==> config.mk <==
export PLATFORM = sky130hd
export DESIGN_NAME = datetime_digit_pair_parser
export DESIGN_NICKNAME = d
export VERILOG_FILES = /design/src/rtl/dtp_pkg.sv /design/src/rtl/dtp_field_unit.sv /design/src/rtl/datetime_digit_pair_parser.sv
export SDC_FILE = /design/constraint.sdc
export NUM_CORES = 1
export LEC_CHECK = 0
export BUFFER_PORTS_ARGS = -buffer_cell sky130_fd_sc_hd__buf_2
export CAP_MARGIN = 20
export CORE_MARGIN = 2
export CORE_UTILIZATION = 35
export CTS_CLUSTER_SIZE = 20
export DETAILED_ROUTE_END_ITERATION = 10
export GPL_TIMING_DRIVEN = 0
export PLACE_DENSITY_LB_ADDON = 0.2
export SYNTH_ARGS = -nofsm -noshare
export SYNTH_HDL_FRONTEND = slang
export SYNTH_SLANG_ARGS = --single-unit
==> constraint.sdc <==
create_clock -name clk -period 5.34 [get_ports clk]
set_input_delay 0.267 -clock clk [delete_from_list [all_inputs] [get_ports clk]]
set_output_delay 0.267 -clock clk [all_outputs]
set_load 0.01 [all_outputs]
==> src/rtl/dtp_pkg.sv <==
// Shared types and constants for the date/time digit pair parser.
// No dependencies; used by dtp_field_unit and datetime_digit_pair_parser.
package dtp_pkg;

  // Field widths of one result transaction
  localparam int unsigned CHAR_W   = 8;
  localparam int unsigned YEAR_W   = 7;
  localparam int unsigned MONTH_W  = 4;
  localparam int unsigned DAY_W    = 5;
  localparam int unsigned HOUR_W   = 5;
  localparam int unsigned MINUTE_W = 6;
  localparam int unsigned SECOND_W = 6;
  localparam int unsigned DIGIT_W  = 4;
  localparam int unsigned PAIR_W   = 7;

  // ASCII digit bounds
  localparam logic [CHAR_W-1:0] CHAR_ZERO = 8'h30;
  localparam logic [CHAR_W-1:0] CHAR_NINE = 8'h39;

  // Field limits on a two-digit value
  localparam logic [PAIR_W-1:0] YEAR_MAX   = 7'd99;
  localparam logic [PAIR_W-1:0] MONTH_MAX  = 7'd12;
  localparam logic [PAIR_W-1:0] DAY_MAX    = 7'd31;
  localparam logic [PAIR_W-1:0] HOUR_MAX   = 7'd23;
  localparam logic [PAIR_W-1:0] MINUTE_MAX = 7'd59;
  localparam logic [PAIR_W-1:0] SECOND_MAX = 7'd59;

  // One result transaction
  typedef struct packed {
    logic                complete;
    logic [YEAR_W-1:0]   year_value;
    logic [MONTH_W-1:0]  month_value;
    logic [DAY_W-1:0]    day_value;
    logic [HOUR_W-1:0]   hour_value;
    logic [MINUTE_W-1:0] minute_value;
    logic [SECOND_W-1:0] second_value;
  } result_t;

endpackage

==> src/rtl/dtp_field_unit.sv <==
// Digit pairing, field range check and stored date/time fields.
// Depends on dtp_pkg. Updates state on each advance; result_next is the
// transaction that the advancing character produces.
module dtp_field_unit (
  input  logic                         clk,
  input  logic                         rst,
  input  logic                         advance,
  input  logic [dtp_pkg::CHAR_W-1:0]   char_code,
  output dtp_pkg::result_t             result_next
);

  typedef enum logic [2:0] {
    FLD_YEAR   = 3'd0,
    FLD_MONTH  = 3'd1,
    FLD_DAY    = 3'd2,
    FLD_HOUR   = 3'd3,
    FLD_MINUTE = 3'd4,
    FLD_SECOND = 3'd5
  } field_t;

  field_t                           field_state, field_state_next;
  logic                             have_first_digit, have_first_digit_next;
  logic [dtp_pkg::DIGIT_W-1:0]      first_digit, first_digit_next;
  logic [dtp_pkg::YEAR_W-1:0]       year_reg, year_reg_next;
  logic [dtp_pkg::MONTH_W-1:0]      month_reg, month_reg_next;
  logic [dtp_pkg::DAY_W-1:0]        day_reg, day_reg_next;
  logic [dtp_pkg::HOUR_W-1:0]       hour_reg, hour_reg_next;
  logic [dtp_pkg::MINUTE_W-1:0]     minute_reg, minute_reg_next;
  logic [dtp_pkg::SECOND_W-1:0]     second_reg, second_reg_next;

  logic                             is_digit;
  logic [dtp_pkg::DIGIT_W-1:0]      digit;
  logic [dtp_pkg::PAIR_W-1:0]       pair_value;
  logic                             pair_done;
  logic                             done;

  // Digit decode; pair value = first*10 + second as shifts and adds
  // ASCII '0'..'9' carry the digit value in the low nibble
  always_comb begin
    is_digit   = (char_code >= dtp_pkg::CHAR_ZERO) && (char_code <= dtp_pkg::CHAR_NINE);
    digit      = char_code[dtp_pkg::DIGIT_W-1:0];
    pair_value = {first_digit, 3'b000} + {2'b00, first_digit, 1'b0}
               + {3'b000, digit};
    pair_done  = is_digit && have_first_digit;
  end

  // Next state of the pair collector and the field sequencer
  always_comb begin
    field_state_next      = field_state;
    have_first_digit_next = have_first_digit;
    first_digit_next      = first_digit;
    year_reg_next         = year_reg;
    month_reg_next        = month_reg;
    day_reg_next          = day_reg;
    hour_reg_next         = hour_reg;
    minute_reg_next       = minute_reg;
    second_reg_next       = second_reg;
    done                  = 1'b0;

    if (!is_digit) begin
      have_first_digit_next = 1'b0;
    end else if (!have_first_digit) begin
      have_first_digit_next = 1'b1;
      first_digit_next      = digit;
    end else begin
      have_first_digit_next = 1'b0;
      field_state_next      = FLD_YEAR;  // out of range falls back to year
      case (field_state)
        FLD_YEAR: begin
          if (pair_value <= dtp_pkg::YEAR_MAX) begin
            year_reg_next    = pair_value;
            field_state_next = FLD_MONTH;
          end
        end
        FLD_MONTH: begin
          if (pair_value != '0 && pair_value <= dtp_pkg::MONTH_MAX) begin
            month_reg_next   = pair_value[dtp_pkg::MONTH_W-1:0];
            field_state_next = FLD_DAY;
          end
        end
        FLD_DAY: begin
          if (pair_value != '0 && pair_value <= dtp_pkg::DAY_MAX) begin
            day_reg_next     = pair_value[dtp_pkg::DAY_W-1:0];
            field_state_next = FLD_HOUR;
          end
        end
        FLD_HOUR: begin
          if (pair_value <= dtp_pkg::HOUR_MAX) begin
            hour_reg_next    = pair_value[dtp_pkg::HOUR_W-1:0];
            field_state_next = FLD_MINUTE;
          end
        end
        FLD_MINUTE: begin
          if (pair_value <= dtp_pkg::MINUTE_MAX) begin
            minute_reg_next  = pair_value[dtp_pkg::MINUTE_W-1:0];
            field_state_next = FLD_SECOND;
          end
        end
        FLD_SECOND: begin
          if (pair_value <= dtp_pkg::SECOND_MAX) begin
            second_reg_next = pair_value[dtp_pkg::SECOND_W-1:0];
            done            = 1'b1;
          end
        end
        default: begin
          field_state_next = FLD_YEAR;
        end
      endcase
    end
  end

  // Transaction carries the stored values after this character
  always_comb begin
    result_next.complete     = pair_done && done;
    result_next.year_value   = year_reg_next;
    result_next.month_value  = month_reg_next;
    result_next.day_value    = day_reg_next;
    result_next.hour_value   = hour_reg_next;
    result_next.minute_value = minute_reg_next;
    result_next.second_value = second_reg_next;
  end

  // State registers
  always_ff @(posedge clk) begin
    if (rst) begin
      field_state      <= FLD_YEAR;
      have_first_digit <= 1'b0;
      first_digit      <= '0;
      year_reg         <= '0;
      month_reg        <= '0;
      day_reg          <= '0;
      hour_reg         <= '0;
      minute_reg       <= '0;
      second_reg       <= '0;
    end else if (advance) begin
      field_state      <= field_state_next;
      have_first_digit <= have_first_digit_next;
      first_digit      <= first_digit_next;
      year_reg         <= year_reg_next;
      month_reg        <= month_reg_next;
      day_reg          <= day_reg_next;
      hour_reg         <= hour_reg_next;
      minute_reg       <= minute_reg_next;
      second_reg       <= second_reg_next;
    end
  end

endmodule

==> src/rtl/datetime_digit_pair_parser.sv <==
// Top level of the date/time digit pair parser: input register, field
// unit and result register. Depends on dtp_pkg and dtp_field_unit.
//
// Usage: one ASCII character per input transaction on in_valid/in_stall
// with char_code. Each character yields exactly one result transaction on
// out_valid/out_stall carrying complete and the six stored fields
// (values after that character's update).
// Pipeline: an accepted character is held in the input register and its
// result is presented from the result register (two register stages).
// Throughput: one character per cycle while out_stall holds no result; the
// field check is a single small compare-and-update between the two registers.
// Stall: when out_stall holds a result, the input register keeps its
// character and in_stall rises only if that register is also full, so one
// new character is still taken while a result waits.
// Reset (rst, synchronous): both stages empty, parser expects a year with
// no digit held and all stored fields zero.
module datetime_digit_pair_parser (
  input  logic                           clk,
  input  logic                           rst,
  input  logic                           in_valid,
  output logic                           in_stall,
  input  logic [dtp_pkg::CHAR_W-1:0]     char_code,
  output logic                           out_valid,
  input  logic                           out_stall,
  output logic                           complete,
  output logic [dtp_pkg::YEAR_W-1:0]     year_value,
  output logic [dtp_pkg::MONTH_W-1:0]    month_value,
  output logic [dtp_pkg::DAY_W-1:0]      day_value,
  output logic [dtp_pkg::HOUR_W-1:0]     hour_value,
  output logic [dtp_pkg::MINUTE_W-1:0]   minute_value,
  output logic [dtp_pkg::SECOND_W-1:0]   second_value
);

  logic                        char_valid;
  logic [dtp_pkg::CHAR_W-1:0]  char_reg;
  logic                        advance;
  logic                        in_accept;
  dtp_pkg::result_t            result_next;
  dtp_pkg::result_t            result_reg;

  // Input register moves on when the result register is free or draining
  assign advance   = char_valid && (!out_valid || !out_stall);
  assign in_stall  = char_valid && !advance;
  assign in_accept = in_valid && !in_stall;

  dtp_field_unit u_field (
    .clk         (clk),
    .rst         (rst),
    .advance     (advance),
    .char_code   (char_reg),
    .result_next (result_next)
  );

  // Input register
  always_ff @(posedge clk) begin
    if (rst) begin
      char_valid <= 1'b0;
    end else if (in_accept) begin
      char_valid <= 1'b1;
    end else if (advance) begin
      char_valid <= 1'b0;
    end
  end

  always_ff @(posedge clk) begin
    if (in_accept) begin
      char_reg <= char_code;
    end
  end

  // Result register
  always_ff @(posedge clk) begin
    if (rst) begin
      out_valid <= 1'b0;
    end else if (advance) begin
      out_valid <= 1'b1;
    end else if (!out_stall) begin
      out_valid <= 1'b0;
    end
  end

  always_ff @(posedge clk) begin
    if (advance) begin
      result_reg <= result_next;
    end
  end

  assign complete     = result_reg.complete;
  assign year_value   = result_reg.year_value;
  assign month_value  = result_reg.month_value;
  assign day_value    = result_reg.day_value;
  assign hour_value   = result_reg.hour_value;
  assign minute_value = result_reg.minute_value;
  assign second_value = result_reg.second_value;

endmodule

* Yosys cells after proc, flatten, opt, wreduce, memory -nomap -nowiden *
Index checks and enable logic that the tools add are counted.

storage, ports and cells
  word-level logic and storage cells = 93
  register bits after elaboration = 85
  bits of input ports = 12
  output and inout bits = 36

operators by class
  bitwise logic cells = 1
  add/subtract/negate cells = 2
  multiplexer cells = 40
  equal/unequal tests = 6
  reductions and logical operators = 18
  $lt $le $gt $ge = 7

operators with widths
  kind                                                                               count
  6-bit 2-to-1 mux                                                                   8
  5-bit 2-to-1 mux                                                                   8
  7-bit 2-to-1 mux                                                                   4
  4-bit 2-to-1 mux                                                                   4
  3-bit case mux with 5 select lines                                                 1
  7-bit by 5-bit less-or-equal comparator with 1-bit output (second input constant)  2
  1-bit 2-to-1 mux                                                                   11
  8-bit by 6-bit >= comparator with 1-bit output (second input constant)             1
  8-bit by 6-bit less-or-equal comparator with 1-bit output (second input constant)  1
  1-bit logical AND                                                                  8
  7-bit by 4-bit adder with 7-bit output                                             1
  7-bit by 5-bit adder with 7-bit output                                             1
  7-bit by 4-bit less-or-equal comparator with 1-bit output (second input constant)  1
  7-bit by 6-bit less-or-equal comparator with 1-bit output (second input constant)  1
  7-bit less-or-equal comparator (second input constant)                             1
  7-bit nonzero test                                                                 1
  3-bit by 2-bit == test with 1-bit output (second input constant)                   2
  3-bit == test (second input constant)                                              2
  3-bit 2-to-1 mux                                                                   2
  3-bit AND reduction                                                                2
  1-bit zero test                                                                    4
  2-bit 2-to-1 mux                                                                   2
  3-bit by 1-bit == test with 1-bit output (second input constant)                   1
  3-bit zero test                                                                    1
  other kinds (4)                                                                    4

* Depth between registers and ports, before layout *
Gate-level depths: netlist (run 1).

  word-level depth = 8
  gate-level depth with buffers = 10
  mapped depth without buffers = 8

* Hierarchy *
Synthesis (run 1) repeated with hierarchy kept, for this count alone.

unflattened totals
  cell total of the unflattened synthesis = 355
  area, all modules = 4076.4 um^2

by module, submodules not included
  module                      cells an instance  seq. area each (um^2)  area an instance (um^2)  times used
  dtp_field_unit              303                820.8                  2728.9                   1
  datetime_digit_pair_parser  52                 1301.2                 1347.5                   1

* Worst setup path before layout (run 1) *
Ideal clock, no wire load.

  path kind = reg2reg
  start point = register char_valid
  end point = register u_field.minute_reg[5] (netlist bit)
  path slack = 0.863 ns
  data required time = 5.254 ns
  path buffers = 0
  clock period less this slack = 4.477 ns
  arrival time = 4.391 ns
  setup time = 0.086 ns
  stages on the path, launching flop included = 6
  path through = dfxtp_1 > a21boi_0 > nand4_1 > a211oi_1 > a21oi_1 > a211oi_1

on the way
  cells in the longest elaborated chain, start to end = 1

RTL lines
  what                    RTL line                          source
  from (decl)             datetime_digit_pair_parser.sv:34  logic char_valid;
  from (signal assigned)  datetime_digit_pair_parser.sv:57  char_valid <= 1'b0;
  from (signal assigned)  datetime_digit_pair_parser.sv:59  char_valid <= 1'b1;
  from (signal assigned)  datetime_digit_pair_parser.sv:61  char_valid <= 1'b0;
  1-bit logical AND       datetime_digit_pair_parser.sv:42  assign advance = char_valid && (!out_valid || !out_stall);
  via advance             datetime_digit_pair_parser.sv:36  logic advance;
  to (signal assigned)    dtp_field_unit.sv:143             minute_reg <= minute_reg_next;
  to (decl)               dtp_field_unit.sv:28              logic [dtp_pkg::MINUTE_W-1:0] minute_reg, minute_reg_next;

The timed path passes the listed nets, and every way through them passes these cells.
A chain may end at the register's enable or synchronous reset.

==> results.yml, run 1 <==
logic_synthesis:
  synth_compound_area_share_pct: 11.8
  synth_top_family_by_area: "simple AND/OR/NAND/NOR gates"
  synth_edf_count: 42
  yosys_warnings: 0
  synth_xor_area_share_pct: 0.416
  netlist_top_cells_count: "43 x dfxtp_1, 42 x edfxtp_1, 29 x mux2_2"
  synth_most_common_cell: "dfxtp_1"
  yosysSeqAreaShare_pct: 54.2
  synthArstFlopShare_pct: 0
  synth_area_um2: 3910
  synthTopCellsByArea: "edfxtp_1 32%, dfxtp_1 22%, mux2_2 8.3%"
  yosys.area_share.simple_pct: 16.3
  synthAdderAreaFrac_pct: 3.26
  syn_area_per_cell_um2: 11.2
  synthFlopType: "dfxtp_1"
  synth.distinct_cells: 48
  synth_area_leader_cell: "edfxtp_1"
  ys_ff_latch: 85
  synthMuxAreaShare_pct: 11.4
  synthCells: 349
  synthesis.nets: 370
  yosysTopAreaCellShare_pct: 32.2
routing:
  vias: 2884
  wirelength_um: 8890
  drc: 0
  postRouteAntennaNets: 0
  initialDrtViolationCount: 112
  dr.pass1.iters: 4
  wl_per_cell_um: 16.1
  viasPerCell: 5.22
worst_setup_path:
  startpoint_type: "flop"
  cp_cell_sequence: "fa_1, fa_1, and3_1, nor3_1, o22ai_1, nor4_1, mux2_2"
  reg2regPathDepth: 7
  critPathRequiredTime_ns: 5.45
  reg2reg_to: "hour_value[2]"
  worstSetupPathType: "flop to flop"
  rr_startpoint: "char_reg[3]"
  critical_path.top_delay_family: "simple AND/OR/NAND/NOR gates"
  cp_max_fo: 4
  cp-end-kind: "flop"
  crit_arrival_ns: 3.81
  regToRegSetupSlack_ns: 1.64
  critical-path-slowest-cell: "nor4_1"
  path_buf_inv: 0
  crit_path_frequent_cell: "fa_1"
  critPathMaxStageDelay_ns: 0.65
place:
  gp_congestion: 0.788
  dp_hpwl_um: 6190
  portBuffers: 46
die:
  rows: 38
  boundaryPins: 48
  start_util_pct: 35.9
  dieHeight_um: 110
  die_x_um: 110
  dieArea_um2: 12000
  core_area_um2: 10900
global_routing:
  grt_max_degree: 21
  grt_pass1_wl_um: 14200
  grt.overflow.total: 0
  grtUsageTotal_pct: 15.7
  antenna_found_initial: 0
  grt_pass1_vias: 2835
cells_and_area:
  drive_gt1_share_pct: 25.2
  largest_reg_flops: 8
  syn_to_final_growth_pct: 16.8
  nets: 428
  num_antenna_cells: 0
  utilization_pct: 42.0
sta:
  fmax_mhz: 270
  finalCritPeriodShare_pct: 69.4
  worst_clock_skew_ns: 0.0133
  slew_headroom_pct: 40.4
  finalCriticalPeriod_ns: 3.70
  rsz0062_at_grt: "no"
  fin_hold_ws_ns: 0.0764
  tightest_slew_ns: 0.889
  finalSetupViolCount: 0
  maxSlewViolCount: 0
  hold_viol_final: 0
clock_tree:
  cts_root_buf: "clkbuf_8"
  cts_resized: 0
  cts_tree: "yes"
  clock_sinks: 85
  cts_hold_buf: 0
  clock_path_buffers: 2
  cts_buffers: 9
  htree_levels: 3
  clk_latency_ns: 0.36
  clkTransAtPathRegs_ns: 0.09
  cts_setup_buffers: 0
power_and_ir_drop:
  power_leakage_nw: 1.69
  seqPwrFrac_pct: 56.1
  powerDensity_nw_per_um2: 274
  p_int_mw: 0.955
  power.share.switching_pct: 23.8
  p_clk_share_pct: 39.0
  power_mw: 1.25
  p_comb_share_pct: 4.9
  p_sw_mw: 0.299
  ir_drop_mv: 0.134
status:
  status: "finished, final reports clean"
worst_hold_path:
  min_to: "char_reg[5]"
  hold_path_class: "input port to flop"
  hp-start: "char_code[5]"
  hold_depth: 1
run:
  max-cap-violations: 0
[power groups by stage]
| stage | sequential [mW] | clock, mW | combinational [mW] |
|---|---|---|---|
| 2_1_floorplan | 0.724 | 0 | 0.0257 |
| 3_3_place_gp | 0.719 | 0 | 0.0583 |
| 3_5_place_dp | 0.718 | 0 | 0.0626 |
| 4_1_cts | 0.703 | 0.501 | 0.0627 |
| 5_1_grt | 0.704 | 0.522 | 0.0683 |
| 6_report | 0.703 | 0.489 | 0.0620 |
[layout make-up]
type	instances	area, um^2
multi-input cells	237	1700
well taps	140	175
fillers	1048	6320
inverters	6	22.5
plain buffers	21	80.1
clock buffers	10	138
repair buffers	47	258
clock inverters	6	75.1
flip-flops and latches	85	2120
[kinds of logic after synthesis]
family	after synthesis
muxes	41
xor gates and xnor gates	1
AOI/OAI and AO/OA	79
buffers and inverters	27
DFF	85
adders and majority gates	9
and+or+nand+nor	107
[per-layer routing]
metal | vias up | GRT usage, % | share of wire [%]
met5 | - | 0 | 0
met4 | 0 | 6.24 | 2.1
met3 | 18 | 2.90 | 4.0
met2 | 68 | 25.5 | 46
met1 | 1377 | 20.6 | 48
li1 | 1421 | - | -
[through the flow]
stage	cell area, um^2	setup slack, ns	setup TNS (ns)	cells
final	4570	1.64	0	552
after global routing	4570	1.34	0	552
after CTS	4570	1.65	0	552
after detailed placement	4360	1.70	0	536
after global placement	4320	-1.14	-30.20	535
after floorplan	3910	0.863	0	349
[worst max path at each step]
| stage | start | to | slack [ns] | cells after the start |
|---|---|---|---|---|
| CTS | char_reg[3] | hour_value[1] | 1.65 | 7 |
| global route | char_reg[3] | hour_value[0] | 1.34 | 7 |
| detailed placement | char_reg[3] | hour_value[1] | 1.70 | 7 |
| floorplan | char_valid | u_field.minute_reg[5] | 0.86 | 5 |
| global placement | out_stall | u_field.minute_reg[5] | -1.14 | 6 |
| finish | char_reg[3] | hour_value[2] | 1.64 | 7 |
[placed cells by master, fill, tap and decap left out, types with 3 or more instances in the layout]
cell | synthesis | layout
dfxtp_1 | 43 | 43
nor2_1 | 17 | 17
mux2i_1 | 12 | 12
mux2_2 | 29 | 29
nand2_1 | 8 | 8
a31oi_1 | 3 | 3
o22ai_1 | 3 | 3
nor3_2 | 3 | 3
nor2b_1 | 7 | 7
nand4_1 | 8 | 8
edfxtp_1 | 42 | 42
or3_1 | 8 | 8
o21ai_0 | 28 | 28
buf_2 | 1 | 47
nand3_1 | 12 | 12
clkbuf_1 | 20 | 20
nor3_1 | 9 | 9
ha_1 | 7 | 7
and3_1 | 3 | 3
a211o_1 | 3 | 3
clkbuf_8 | 0 | 10
nand2b_1 | 16 | 16
nor4_1 | 3 | 3
a21oi_1 | 28 | 28
inv_1 | 6 | 6
Power figures use the tool's default switching activity.
==> run 2, diff against run 1 <==
--- a/config.mk
+++ b/config.mk
@@ -5,6 +5,7 @@
 export SDC_FILE = /design/constraint.sdc
 export NUM_CORES = 1
 export LEC_CHECK = 0
+export ABC_AREA = 1
 export BUFFER_PORTS_ARGS = -buffer_cell sky130_fd_sc_hd__buf_2
 export CAP_MARGIN = 20
 export CORE_MARGIN = 2
==> constraint.sdc (replaced) <==
create_clock -name clk -period 3.5 [get_ports clk]
set_input_delay 0.175 -clock clk [delete_from_list [all_inputs] [get_ports clk]]
set_output_delay 0.175 -clock clk [all_outputs]
set_load 0.01 [all_outputs]
==> results.yml, run 2 <==
logic_synthesis:
  synth.distinct_cells: 35
  yosysTopAreaCellShare_pct: 31.2
  synth_most_common_cell: "nand2_1"
  synthFlopType: "dfxtp_1"
  synthesis.nets: 500
  synth_area_leader_cell: "edfxtp_1"
  ys_ff_latch: 85
  synthTopCellsByArea: "edfxtp_1 31%, dfxtp_1 21%, nand2_1 10%"
  synth_area_um2: 4040
  synthCells: 479
  syn_area_per_cell_um2: 8.44
  netlist_top_cells_count: "110 x nand2_1, 77 x nor2_1, 53 x inv_1"
  yosysSeqAreaShare_pct: 52.5
  synthArstFlopShare_pct: 0
  yosys_warnings: 0
  synth_edf_count: 42
clock_tree:
  clk_latency_ns: 0.34
  clock_path_buffers: 2
  cts_tree: "yes"
  cts_root_buf: "clkbuf_16"
  cts_setup_buffers: 0
  clkTransAtPathRegs_ns: 0.06
  htree_levels: 3
  clock_sinks: 85
  cts_buffers: 9
  cts_resized: 0
worst_setup_path:
  crit_arrival_ns: 3.19
  cp_max_fo: 10
  cp_cell_sequence: "fa_1, fa_1, buf_2, nor2_1, nand3b_1, nand2_1, nor2_4, nand3_2, nand2_1, nand2_1, o21ai_1, inv_1"
  worstSetupPathType: "flop to flop"
  crit_path_frequent_cell: "nand2_1"
  startpoint_type: "flop"
  critPathRequiredTime_ns: 3.74
  critPathMaxStageDelay_ns: 0.57
  cp-end-kind: "flop"
  critical-path-slowest-cell: "fa_1"
global_routing:
  grt.overflow.total: 0
  gr-usage-met1_pct: 19.7
  grt_max_degree: 40
  grtUsageMet2_pct: 25.7
  grt-busiest-layer: "met2"
  grt_pass1_vias: 3290
  antenna_found_initial: 0
  grt_pass1_wl_um: 15500
  use_met3_pct: 4.84
  grtUsageTotal_pct: 15.7
die:
  dieArea_um2: 12400
  die_x_um: 111
  start_util_pct: 35.7
  core_area_um2: 11300
  boundaryPins: 48
  rows: 39
  dieHeight_um: 111
cells_and_area:
  nets: 566
  syn_to_final_growth_pct: 19.5
  nFillCells: 1149
  num_antenna_cells: 0
  final_common_cell: "nand2_1"
  largest_reg_flops: 8
  final_cell_mix: "110 x nand2_1, 77 x nor2_1, 53 x inv_1"
  drive_gt1_share_pct: 20.0
place:
  portBuffers: 46
  gp_congestion: 0.815
  dp_hpwl_um: 6140
power_and_ir_drop:
  powerDensity_nw_per_um2: 461
  power_leakage_nw: 2.32
  power_mw: 2.23
  ir_drop_mv: 0.218
sta:
  finalSetupViolCount: 0
  rsz0062_at_grt: "no"
  fmax_mhz: 339
  hold_viol_final: 0
  tightest_slew_ns: 0.646
  finalCritPeriodShare_pct: 84.3
  finalCriticalPeriod_ns: 2.95
  worst_clock_skew_ns: 0.00594
  fin_setup_tns_ns: 0
  maxSlewViolCount: 0
  slew_headroom_pct: 56.8
routing:
  postRouteAntennaNets: 0
  wl_per_cell_um: 13.0
  vias: 3261
  initialDrtViolationCount: 115
  dr.pass1.iters: 5
  wirelength_um: 9010
  drc: 0
  viasPerCell: 4.71
worst_hold_path:
  hold_path_class: "input port to flop"
status:
  status: "finished, final reports clean"
run:
  max-cap-violations: 0
-- run 2: per-layer routing --
layer | routed length [um] | vias to the layer above
li1 | - | 1675
met1 | 4010 | 1482
met2 | 4180 | 90
met3 | 622 | 14
met4 | 185 | 0
met5 | 0 | -
-- run 2: through the flow --
stage	instances	setup slack (ns)	util (%)	hold WS (ns)	instance area, um^2
6_report	693	0.549	42.7	0.117	4830
5_1_grt	693	0.317	42.7	0.126	4830
4_1_cts	693	0.529	42.7	0.107	4830
3_5_place_dp	669	0.587	39.5	0.353	4470
3_3_place_gp	668	0.613	39.3	0.351	4450
2_1_floorplan	479	0.942	-	0.274	4040
-- run 2: final cells by class --
class | instances | area [um^2] | area share [%]
inverter | 59 | 225 | 4.66
tap | 143 | 179 | 3.70
multi-input combinational | 319 | 1620 | 33.5
sequential | 85 | 2120 | 43.9
clock inverter | 4 | 22.5 | 0.466
clock buffer | 12 | 256 | 5.31
buffer | 16 | 76.3 | 1.58
timing repair buffer | 55 | 330 | 6.84
-- run 2: kinds of logic (layout without fill, tap and decap cells) --
logic type	Yosys count	in the layout	share of synthesized area (%)
compound gates	37	37	5.05
fa+ha+maj	9	9	3.16
buf+inv	75	146	7.43
flops	85	85	52.5
simple gates	273	273	31.9
-- run 2: worst paths after layout --
kind	from	endpoint	slack, ns	cells after the start
worst max-delay path	char_reg[3]	u_field.month_reg[0]	0.55	12
worst min-delay path	in_valid	char_valid	0.12	3
worst max register to register	char_reg[3]	u_field.month_reg[0]	0.55	12
worst min register to register	u_field.field_state[2]	u_field.field_state[2]	0.50	2
-- run 2: where the power goes --
group | internal (mW) | total (mW) | switching, mW
clock | 0.515 | 0.887 | 0.371
combinational | 0.0769 | 0.212 | 0.136
sequential | 1.11 | 1.13 | 0.0212
-- run 2: timing repair --
action / 4_1_cts / 5_1_grt
hold buffers: 8 / 0
endpoints found under the hold margin: 8 / 0
setup endpoints to repair: 0 / 0
-- run 2: worst max-delay path: cells and delay by family, from the launching register on --
kind	cells	cell delay, ns
adder cells (fa/ha/maj)	2	1.14
flip-flops	1	0.45
buffers and inverters	2	0.31
AO/OA/AOI/OAI	1	0.12
AND/OR/NAND/NOR	7	0.83
